**src/sv/accm_pkg.sv**
```systemverilog
// Shared types, constants and helper functions for the column conservation mark unit.
// Used by accm_group_lookup and the top level; depends on nothing else.
package accm_pkg;

    localparam int unsigned LETTERS = 26;
    localparam int unsigned STRONG_GROUPS = 9;
    localparam int unsigned WEAK_GROUPS = 11;

    typedef enum logic [1:0] {
        MARK_BLANK = 2'd0,
        MARK_STAR  = 2'd1,
        MARK_COLON = 2'd2,
        MARK_DOT   = 2'd3
    } mark_t;

    typedef enum logic [1:0] {
        CFG_NUCLEOTIDE_MODE   = 2'd0,
        CFG_EXTENDED_ALPHABET = 2'd1,
        CFG_VALID_LETTER_MASK = 2'd2
    } cfg_index_t;

    typedef struct packed {
        logic [STRONG_GROUPS-1:0] strong_set;
        logic [WEAK_GROUPS-1:0]   weak_set;
    } accm_groups_t;

    localparam logic [7:0] CHAR_GAP     = 8'h2D;
    localparam logic [7:0] CHAR_SPACE   = 8'h20;
    localparam logic [7:0] CHAR_UPPER_A = 8'h41;
    localparam logic [7:0] CHAR_UPPER_Z = 8'h5A;
    localparam logic [7:0] CHAR_LOWER_A = 8'h61;
    localparam logic [7:0] CHAR_LOWER_Z = 8'h7A;
    localparam logic [7:0] CASE_OFFSET  = 8'h20;

    localparam logic [LETTERS-1:0] VALID_MASK_RESET = 26'd24100349;

    // Group membership as letter masks, bit n standing for letter A plus n.
    localparam logic [LETTERS-1:0] PROT_STRONG [STRONG_GROUPS] = '{
        26'h00C0001,  // STA
        26'h0012410,  // NEQK
        26'h0012480,  // NHQK
        26'h0012018,  // NDEQ
        26'h0030480,  // QHRK
        26'h0201900,  // MILV
        26'h0001920,  // MILF
        26'h1000080,  // HY
        26'h1400020   // FYW
    };

    localparam logic [LETTERS-1:0] PROT_WEAK [WEAK_GROUPS] = '{
        26'h0040005,  // CSA
        26'h0280001,  // ATV
        26'h0040041,  // SAG
        26'h00C2400,  // STNK
        26'h00C8001,  // STPA
        26'h0042048,  // SGND
        26'h0052418,  // SNDEQK
        26'h0012498,  // NDEQHK
        26'h0032490,  // NEQHRK
        26'h0201920,  // FVLIM
        26'h10000A0   // HFY
    };

    localparam logic [LETTERS-1:0] NUC_TU = 26'h0180000;
    localparam logic [LETTERS-1:0] NUC_AG = 26'h0000041;
    localparam logic [LETTERS-1:0] NUC_CT = 26'h0080004;

    function automatic logic [7:0] fold_upper(input logic [7:0] c);
        logic [7:0] result;
        result = c;
        if (c >= CHAR_LOWER_A && c <= CHAR_LOWER_Z) begin
            result = c - CASE_OFFSET;
        end
        return result;
    endfunction

    // One-hot letter position of an uppercase character, zero for a non-letter.
    function automatic logic [LETTERS-1:0] letter_onehot(input logic [7:0] u);
        logic [7:0]         diff;
        logic [LETTERS-1:0] result;
        diff   = u - CHAR_UPPER_A;
        result = '0;
        if (u >= CHAR_UPPER_A && u <= CHAR_UPPER_Z) begin
            result = LETTERS'(1) << diff[4:0];
        end
        return result;
    endfunction

endpackage

```
**src/sv/accm_group_lookup.sv**
```systemverilog
// Group membership lookup: which strong and weaker groups hold one letter.
// Depends on accm_pkg for the group letter masks and the result struct.
module accm_group_lookup
(
    input  logic [accm_pkg::LETTERS-1:0] letter,
    input  logic                         nucleotide_mode,
    output accm_pkg::accm_groups_t       groups
);

    always_comb
    begin
        groups = '0;
        if (nucleotide_mode)
        begin
            groups.strong_set[0] = |(letter & accm_pkg::NUC_TU);
            groups.weak_set[0]   = |(letter & accm_pkg::NUC_AG);
            groups.weak_set[1]   = |(letter & accm_pkg::NUC_CT);
        end
        else
        begin
            for (int k = 0; k < accm_pkg::STRONG_GROUPS; k++)
            begin
                groups.strong_set[k] = |(letter & accm_pkg::PROT_STRONG[k]);
            end
            for (int k = 0; k < accm_pkg::WEAK_GROUPS; k++)
            begin
                groups.weak_set[k] = |(letter & accm_pkg::PROT_WEAK[k]);
            end
        end
    end

endmodule

```
**src/sv/alignment_column_conservation_mark_unit.sv**
```systemverilog
// A residue request is registered in the input register, then processed from there; the mark of a
// column is registered in the output register when its last-row request moves on.
// Throughput: one residue per cycle while no last-row request waits behind a held mark.
// The input takes requests while a mark waits, unless the held request closes a column.
// Reset (rst_n low, asynchronous) clears the channels, opens a new column and
// restores the configuration registers to their reset values.
module alignment_column_conservation_mark_unit
(
    input  logic        clk,
    input  logic        rst_n,
    input  logic        cfg_we,
    input  logic [1:0]  cfg_index,
    input  logic [25:0] cfg_data,
    input  logic        s_tvalid,
    output logic        s_tready,
    input  logic [7:0]  s_tdata,   // [7:0] residue
    input  logic        s_tlast,   // last_in_column
    output logic        m_tvalid,
    input  logic        m_tready,
    output logic [7:0]  m_tdata    // [1:0] mark_code, [7:2] zero
);

    logic                         nucleotide_mode_reg;
    logic                         extended_alphabet_reg;
    logic [accm_pkg::LETTERS-1:0] valid_letter_mask_reg;

    logic       in_valid_reg;
    logic [7:0] residue_reg;
    logic       last_reg;
    logic       advance;

    logic                               at_column_start_reg;
    logic [7:0]                         first_residue_reg;
    logic [7:0]                         first_residue_next;
    logic                               gap_seen_reg;
    logic                               gap_seen_next;
    logic                               first_invalid_reg;
    logic                               first_invalid_next;
    logic                               all_identical_reg;
    logic                               all_identical_next;
    logic [accm_pkg::STRONG_GROUPS-1:0] strong_hits_reg;
    logic [accm_pkg::STRONG_GROUPS-1:0] strong_hits_next;
    logic [accm_pkg::WEAK_GROUPS-1:0]   weak_hits_reg;
    logic [accm_pkg::WEAK_GROUPS-1:0]   weak_hits_next;

    logic [7:0]                   upper;
    logic [accm_pkg::LETTERS-1:0] letter;
    logic                         same_residue;
    accm_pkg::accm_groups_t       groups;
    accm_pkg::mark_t              mark_next;

    logic            out_valid_reg;
    accm_pkg::mark_t mark_reg;

    always_ff @(posedge clk or negedge rst_n)
    begin
        if (!rst_n)
        begin
            nucleotide_mode_reg   <= 1'b0;
            extended_alphabet_reg <= 1'b0;
            valid_letter_mask_reg <= accm_pkg::VALID_MASK_RESET;
        end
        else if (cfg_we)
        begin
            unique case (accm_pkg::cfg_index_t'(cfg_index))
                accm_pkg::CFG_NUCLEOTIDE_MODE:   nucleotide_mode_reg   <= cfg_data[0];
                accm_pkg::CFG_EXTENDED_ALPHABET: extended_alphabet_reg <= cfg_data[0];
                accm_pkg::CFG_VALID_LETTER_MASK: valid_letter_mask_reg <= cfg_data;
                default: ;
            endcase
        end
    end

    // A last-row request moves on only when the output register is free or draining.
    assign advance  = in_valid_reg && (!last_reg || !out_valid_reg || m_tready);
    assign s_tready = !in_valid_reg || advance;

    assign upper  = accm_pkg::fold_upper(residue_reg);
    assign letter = accm_pkg::letter_onehot(upper);

    accm_group_lookup u_group_lookup
    (
        .letter          (letter),
        .nucleotide_mode (nucleotide_mode_reg),
        .groups          (groups)
    );

    always_comb
    begin
        first_residue_next = at_column_start_reg ? residue_reg : first_residue_reg;
        first_invalid_next = at_column_start_reg ? !(|(letter & valid_letter_mask_reg))
                                                 : first_invalid_reg;
        gap_seen_next = (gap_seen_reg && !at_column_start_reg)
                        || residue_reg == accm_pkg::CHAR_GAP
                        || residue_reg == accm_pkg::CHAR_SPACE;
        if (extended_alphabet_reg)
        begin
            same_residue = residue_reg == first_residue_next;
        end
        else
        begin
            same_residue = upper == accm_pkg::fold_upper(first_residue_next);
        end
        all_identical_next = (all_identical_reg || at_column_start_reg) && same_residue;
        strong_hits_next = (at_column_start_reg ? '1 : strong_hits_reg) & groups.strong_set;
        weak_hits_next   = (at_column_start_reg ? '1 : weak_hits_reg) & groups.weak_set;

        if (gap_seen_next || first_invalid_next)
        begin
            mark_next = accm_pkg::MARK_BLANK;
        end
        else if (all_identical_next)
        begin
            mark_next = accm_pkg::MARK_STAR;
        end
        else if (extended_alphabet_reg)
        begin
            mark_next = accm_pkg::MARK_BLANK;
        end
        else if (|strong_hits_next)
        begin
            mark_next = accm_pkg::MARK_COLON;
        end
        else if (|weak_hits_next)
        begin
            mark_next = accm_pkg::MARK_DOT;
        end
        else
        begin
            mark_next = accm_pkg::MARK_BLANK;
        end
    end

    always_ff @(posedge clk or negedge rst_n)
    begin
        if (!rst_n)
        begin
            in_valid_reg        <= 1'b0;
            out_valid_reg       <= 1'b0;
            at_column_start_reg <= 1'b1;
            gap_seen_reg        <= 1'b0;
            first_invalid_reg   <= 1'b0;
            all_identical_reg   <= 1'b1;
            strong_hits_reg     <= '1;
            weak_hits_reg       <= '1;
        end
        else
        begin
            if (s_tready)
            begin
                in_valid_reg <= s_tvalid;
            end
            if (advance)
            begin
                at_column_start_reg <= last_reg;
                gap_seen_reg        <= gap_seen_next;
                first_invalid_reg   <= first_invalid_next;
                all_identical_reg   <= all_identical_next;
                strong_hits_reg     <= strong_hits_next;
                weak_hits_reg       <= weak_hits_next;
            end
            if (advance && last_reg)
            begin
                out_valid_reg <= 1'b1;
            end
            else if (m_tready)
            begin
                out_valid_reg <= 1'b0;
            end
        end
    end

    always_ff @(posedge clk)
    begin
        if (s_tvalid && s_tready)
        begin
            residue_reg <= s_tdata;
            last_reg    <= s_tlast;
        end
        if (advance)
        begin
            first_residue_reg <= first_residue_next;
        end
        if (advance && last_reg)
        begin
            mark_reg <= mark_next;
        end
    end

    assign m_tvalid = out_valid_reg;
    assign m_tdata  = {6'b0, mark_reg};

endmodule

```
**config.mk**
```make
export PLATFORM = sky130hd
export DESIGN_NAME = alignment_column_conservation_mark_unit
export DESIGN_NICKNAME = d
export VERILOG_FILES = /design/src/sv/accm_pkg.sv /design/src/sv/accm_group_lookup.sv /design/src/sv/alignment_column_conservation_mark_unit.sv
export SDC_FILE = /design/constraint.sdc
export NUM_CORES = 1
export LEC_CHECK = 0
export BUFFER_PORTS_ARGS = -buffer_cell sky130_fd_sc_hd__buf_4
export CAP_MARGIN = 40
export CORE_MARGIN = 5
export CORE_UTILIZATION = 45
export DETAILED_ROUTE_END_ITERATION = 6
export GPL_ROUTABILITY_DRIVEN = 0
export PLACE_DENSITY = 0.64
export RECOVER_POWER = 50
export SKIP_LAST_GASP = 1
export SYNTH_ARGS = -nofsm -noshare
export SYNTH_HDL_FRONTEND = slang
export SYNTH_SLANG_ARGS = --single-unit
```
**constraint.sdc**
```tcl
create_clock -name clk -period 3.4 [get_ports clk]
set_input_delay 0.51 -clock clk [delete_from_list [all_inputs] [get_ports clk]]
set_output_delay 0.51 -clock clk [all_outputs]
set_load 0.03 [all_outputs]
```
# Yosys cells after proc, flatten, opt, wreduce, memory -nomap -nowiden

Index checks and enable logic that the tools add are counted.

Add/subtract/negate cells: 3
$lt $le $gt $ge: 6
Equality and inequality tests: 6
Shift-type cells: 1
Mux-type cells: 19
Bitwise operators: 3
Reductions and logical operators: 52

Operators by type and width:

| kind                                                | count |
|---|---|
| 2-to-1 mux 8 bit                                    | 5 |
| OR reduction 4 bit                                  | 9 |
| bitwise AND 26 bit                                  | 1 |
| 2-to-1 mux 26 bit                                   | 1 |
| OR reduction 26 bit                                 | 1 |
| left shift 1 x 5 -> 26 bit, first input constant    | 1 |
| >= comparator 8 x 7 -> 1 bit, second input constant | 3 |
| <= comparator 8 x 7 -> 1 bit, second input constant | 3 |
| OR reduction 3 bit                                  | 7 |
| 2-to-1 mux 9 bit                                    | 2 |
| OR reduction 6 bit                                  | 3 |
| == test 8 x 6 -> 1 bit, second input constant       | 2 |
| == test 8 bit                                       | 2 |
| subtractor 8 x 6 -> 8 bit, second input constant    | 2 |
| bitwise AND 11 bit                                  | 1 |
| 2-to-1 mux 11 bit                                   | 1 |
| OR reduction 11 bit                                 | 1 |
| bitwise AND 9 bit                                   | 1 |
| OR reduction 9 bit                                  | 1 |
| logical AND 1 bit                                   | 8 |
| OR reduction 2 bit                                  | 4 |
| logical OR 1 bit                                    | 7 |
| 2-to-1 mux 1 bit                                    | 7 |
| 2-to-1 mux 2 bit                                    | 3 |
| 8 further kinds                                     | 14 |

Flip-flop bits (word level): 73
Output and inout bits: 10

# Depth between registers and ports, before layout

Word-level depth: 14
Gate-level depth with buffers: 11
Depth with buffers taken out: 10

# Hierarchy

From an unflattened synthesis, not the netlist that was laid out.

Cells, all modules: 398
Area, all modules: 4197.8 µm²

By module, submodules not included:

| module                                  | times used | cells an instance | area each (µm²) |
|---|---|---|---|
| alignment_column_conservation_mark_unit | 1          | 353               | 3968.8 |
| accm_group_lookup                       | 1          | 45                | 229.0 |

# Worst setup path after synthesis

OpenSTA, ideal clock, no wires.

Path type: reg-to-reg
Start: register residue_reg[6]
End: register mark_reg[1] (data pin)
Setup time: 0.190 ns
Arrival time: 2.386 ns
Setup slack: 0.824 ns
Cell stages (with the launch flop): 11
Path buffers: 0
Period minus slack after synthesis: 2.576 ns
Cell sequence: edfxtp_1 -> inv_1 -> ha_1 -> o21a_1 -> or2_0 -> o31a_1 -> a2111oi_4 -> a2111oi_2 -> o211ai_2 -> inv_2 -> a2111oi_2

Longest elaborated chain between the ends: 12
Elaborated cells on any way between the ends: 65

RTL lines:

| item                                                                         | RTL line                                                                                       | text |
|---|---|---|
| from (decl)                                                                  | alignment_column_conservation_mark_unit.sv:28                                                  | `logic [7:0] residue_reg;` |
| from (signal assigned)                                                       | alignment_column_conservation_mark_unit.sv:177                                                 | `residue_reg <= s_tdata;` |
| >= comparator 8 x 7 -> 1 bit or <= comparator 8 x 7 -> 1 bit (tied branches) | accm_pkg.sv:71                                                                                 | `if (c >= CHAR_LOWER_A && c <= CHAR_LOWER_Z) begin` |
| logical AND 1 bit                                                            | accm_pkg.sv:71                                                                                 |  |
| 2-to-1 mux 8 bit                                                             | accm_pkg.sv:71                                                                                 |  |
| >= comparator 8 x 7 -> 1 bit, or another cell as far along                   | accm_pkg.sv:83                                                                                 | `if (u >= CHAR_UPPER_A && u <= CHAR_UPPER_Z) begin` |
| logical AND 1 bit or left shift 1 x 5 -> 26 bit (tied branches)              | accm_pkg.sv:83, accm_pkg.sv:84                                                                 |  |
| 2-to-1 mux 26 bit                                                            | accm_pkg.sv:83                                                                                 |  |
| OR reduction 6 bit, or another cell as far along                             | accm_group_lookup.sv:27                                                                        | `groups.weak_set[k] = \|(letter & accm_pkg::PROT_WEAK[k]);` |
| 2-to-1 mux 9 bit, or another cell as far along                               | accm_group_lookup.sv:13                                                                        | `if (nucleotide_mode)` |
| bitwise AND 11 bit or zero test 1 bit (tied branches)                        | alignment_column_conservation_mark_unit.sv:106, alignment_column_conservation_mark_unit.sv:91  |  |
| OR reduction 11 bit or 2-to-1 mux 1 bit (tied branches)                      | alignment_column_conservation_mark_unit.sv:124, alignment_column_conservation_mark_unit.sv:91  |  |
| 2-to-1 mux 2 bit or logical OR 1 bit (tied branches)                         | alignment_column_conservation_mark_unit.sv:124, alignment_column_conservation_mark_unit.sv:108 |  |
| 2-to-1 mux 2 bit or OR reduction 3 bit (tied branches)                       | n/a                                                                                            |  |
| to (signal assigned)                                                         | alignment_column_conservation_mark_unit.sv:186                                                 | `mark_reg <= mark_next;` |
| to (decl)                                                                    | alignment_column_conservation_mark_unit.sv:53                                                  | `accm_pkg::mark_t mark_reg;` |

Parallel ways exist; a longest one is shown, timed or not. The select of a mux whose other input is x is not followed.
A chain may end at the register's enable or synchronous reset.

# Worst setup path after layout

Start: register residue_reg[3]
End: register mark_reg[0] (data pin)

Longest elaborated chain between the ends: 14
Elaborated cells on any way between the ends: 66

RTL lines:

| item                                                                         | RTL line                                       | text |
|---|---|---|
| >= comparator 8 x 7 -> 1 bit or <= comparator 8 x 7 -> 1 bit (tied branches) | accm_pkg.sv:71                                 |  |
| logical AND 1 bit                                                            | accm_pkg.sv:71                                 |  |
| 2-to-1 mux 8 bit                                                             | accm_pkg.sv:71                                 |  |
| >= comparator 8 x 7 -> 1 bit, or another cell as far along                   | accm_pkg.sv:83                                 |  |
| logical AND 1 bit or left shift 1 x 5 -> 26 bit (tied branches)              | accm_pkg.sv:83, accm_pkg.sv:84                 |  |
| 2-to-1 mux 26 bit                                                            | accm_pkg.sv:83                                 |  |
| OR reduction 6 bit, or another cell as far along                             | accm_group_lookup.sv:27                        |  |
| 2-to-1 mux 9 bit or 2-to-1 mux 2 bit (tied branches)                         | accm_group_lookup.sv:13                        |  |
| bitwise AND 11 bit                                                           | alignment_column_conservation_mark_unit.sv:106 | `weak_hits_next = (at_column_start_reg ? '1 : weak_hits_reg) & groups.weak_set;` |
| OR reduction 11 bit                                                          | alignment_column_conservation_mark_unit.sv:124 | `else if (\|weak_hits_next)` |
| 2-to-1 mux 2 bit                                                             | alignment_column_conservation_mark_unit.sv:124 |  |
| 2-to-1 mux 2 bit                                                             | alignment_column_conservation_mark_unit.sv:120 | `else if (\|strong_hits_next)` |
| 2-to-1 mux 1 bit                                                             | alignment_column_conservation_mark_unit.sv:116 | `else if (extended_alphabet_reg)` |
| 2-to-1 mux 1 bit                                                             | alignment_column_conservation_mark_unit.sv:112 | `else if (all_identical_next)` |

Parallel ways exist; a longest one is shown, timed or not. The select of a mux whose other input is x is not followed.

==> impl_metrics.env <==
export IMPL_nets=538
export IMPL_p_leak_nw=2.052
export IMPL_critPathKind="register to register"
export IMPL_synth_top_area_share_pct=23.79
export IMPL_grt_use_total_pct=18.75
export IMPL_drc_errors=0
export IMPL_yosys_area_top_type="dfstp_2"
export IMPL_hold_viol_final=0
export IMPL_n_fill_cell=968
export IMPL_synthCells=454
export IMPL_final_core_util_pct=51.31
export IMPL_syn_area_per_cell_sq_um=10.22
export IMPL_finClkSkew_ns=0.01718
export IMPL_ys_seq_area_share_pct=42.56
export IMPL_diodes=0
export IMPL_grt_ovfl_total=0
export IMPL_cts_resized=0
export IMPL_fmax_mhz=335.0
export IMPL_finalSetupViolations=0
export IMPL_rsz0062_at_grt="false"
export IMPL_io_pins=52
export IMPL_slew_headroom_pct=9.700
export IMPL_cp_cell_sequence="buf_4 -> nor2b_1 -> a22oi_1 -> o22ai_1 -> a21oi_1 -> o31ai_1 -> o41ai_1 -> buf_4 -> a211o_1 -> o21ba_1"
export IMPL_placed_area_sq_um=5056
export IMPL_ys_types=80
export IMPL_finalMaxSlewViolations=0
export IMPL_finalNonFillerCells=634
export IMPL_worstMarginPinSlew_ns=1.354
export IMPL_numPortBuffers=45
export IMPL_synth_warnings=0
export IMPL_place_inst=618
export IMPL_outcome="finished, final reports clean"
export IMPL_cts_max_level=3
export IMPL_power_density_nw_per_um2=456.8
export IMPL_cp_slowest_stage_delay_ns=0.65
export IMPL_syn_to_final_growth_pct=12.65
export IMPL_grt_pass1_wl_microns=18970
export IMPL_rows=37
export IMPL_crit_arrival_ns=3.11
export IMPL_cts_hold_buf=0
export IMPL_vias=3649
export IMPL_drive_gt1_share_pct=34.14
export IMPL_root_buffer="clkbuf_8"
export IMPL_synth_main_ff_cell="dfstp_2"
export IMPL_power_total_mw=2.387
export IMPL_ys_top_cells_by_area="dfstp_2 (24%), edfxtp_1 (12%), mux2_2 (8.3%), dfrtp_1 (6.5%), nor2_1 (3.1%)"
export IMPL_async_reset_ff_share_pct=73.97
export IMPL_cpMostUsedCell="buf_4"
export IMPL_hold_path_class="input port to register"
export IMPL_firstDrtPassIters=5
export IMPL_required_ns=3.53
export IMPL_syn_area_sq_um=4639
export IMPL_wl_per_cell_microns=17.88
export IMPL_critPathSlowestCell="o41ai_1"
export IMPL_ant_nets=0
export IMPL_finalSetupTns_ns=0
export IMPL_cts_tree="yes"
export IMPL_layout_min_cycle_time_ns=2.985
export IMPL_clock_sinks=73
export IMPL_dieHeight_microns=111.5
export IMPL_largest_reg_flops=26
export IMPL_drt_initial_drc_count=425
export IMPL_clk_pin_slew_ns=0.08
export IMPL_critPathMaxFanout=16
export IMPL_maxCapViolations=0
export IMPL_cts_buffers=9
export IMPL_grt_max_degree=55
export IMPL_peakVddDrop_mv=0.2621
export IMPL_cts_buffer_depth=2
export IMPL_synth_edff_count=19
export IMPL_clk_latency_ns=0.37
export IMPL_start_util_pct=45.55
export IMPL_synth_most_common_cell="dfstp_2"
export IMPL_die_width_microns=111.5
export IMPL_final_cell_area_sq_um=5226
export IMPL_avgViaCountPerCell=5.756
export IMPL_endpoint_kind="register"
export IMPL_ys_ff_latch=73
export IMPL_grt_pass1_vias=3758
export IMPL_antenna_found_initial=0
export IMPL_place_hpwl_microns=8329
export IMPL_wirelength_microns=11330
export IMPL_worstSetupStartpointType="register"
export IMPL_synth_top_cells_by_count="dfstp_2 (42), nor2_1 (38), mux2_2 (34)"
export IMPL_postCtsSetupRepairBufs=0
export IMPL_die_area_sq_um=12440
export IMPL_core_area_sq_um=10180
export IMPL_period_share_pct=87.79
-- per-layer routing --
layer	wire [microns]	GRT usage (%)	vias up
li1	-	-	1735
met2	5055	27.78	115
met3	620	3.424	33
met4	385	10.06	0
met5	0	0	-
met1	5273	26.05	1766
-- layout make-up --
class	instances	area (sq um)	share of cell area [%]
inverter	19	71.32	1.365
clock inverter	3	42.54	0.8140
clock buffer	13	148.9	2.849
tap	136	170.2	3.256
multi-input combinational	328	2330	44.58
sequential	73	1974	37.78
timing repair buffer	62	489.2	9.361
-- stage by stage --
step           setup WS [ns]  hold WS [ns]
2_1_floorplan         0.8238        0.2144
3_3_place_gp          0.5768        0.4472
3_5_place_dp          0.4865        0.4572
4_1_cts               0.4619        0.2017
5_1_grt               0.3106        0.3268
6_report              0.4150        0.3337
-- worst max-delay path, delay by kind of cell, from the launching register on --
family	cells	cell delay (ns)
AOI/OAI and AO/OA	7	1.44
DFF	1	0.64
buffers and inverters	2	0.50
and+or+nand+nor	1	0.16
-- cells by family (layout without fill, tap and decap cells) --
group,count (synthesis),in the layout,synth area share (%)
multiplexers,43,43,10.38
adder cells (fa/ha/maj),3,3,0.8091
flip-flops,73,73,42.56
other,1,6,0.08083
AO/OA/AOI/OAI,124,124,20.12
XOR/XNOR,17,17,3.209
buffers and inverters,58,97,7.632
AND/OR/NAND/NOR,135,135,15.21
-- worst paths after layout --
check / start / to / slack (ns) / depth (start not counted)
worst max-delay path: residue_reg[3] / mark_reg[0] / 0.42 / 10
worst min-delay path: m_tready / m_tvalid / 0.33 / 2
worst max register to register: residue_reg[3] / mark_reg[0] / 0.42 / 10
worst min register to register: weak_hits_reg[8] / weak_hits_reg[8] / 0.47 / 2
max in group asynchronous: rst_n / valid_letter_mask_reg[1] / 2.13 / 1
min in group asynchronous: rst_n / in_valid_reg / 0.43 / 1
-- report_power, final --
group | switching (mW) | internal [mW]
clock network | 0.322 | 0.359
registers | 0.103 | 1.07
logic | 0.282 | 0.247
-- cells in the final DEF, fill, tap and decap left out, types with 10 or more instances in the layout --
| cell | n |
|---|---|
| nand2_1 | 30 |
| inv_1 | 18 |
| o21ai_0 | 23 |
| a21oi_1 | 27 |
| mux2_2 | 34 |
| clkbuf_8 | 10 |
| dfstp_2 | 42 |
| dfrtp_1 | 12 |
| edfxtp_1 | 19 |
| nor2_1 | 38 |
| buf_4 | 46 |
No activity file was read; power rests on OpenSTA's default activity.
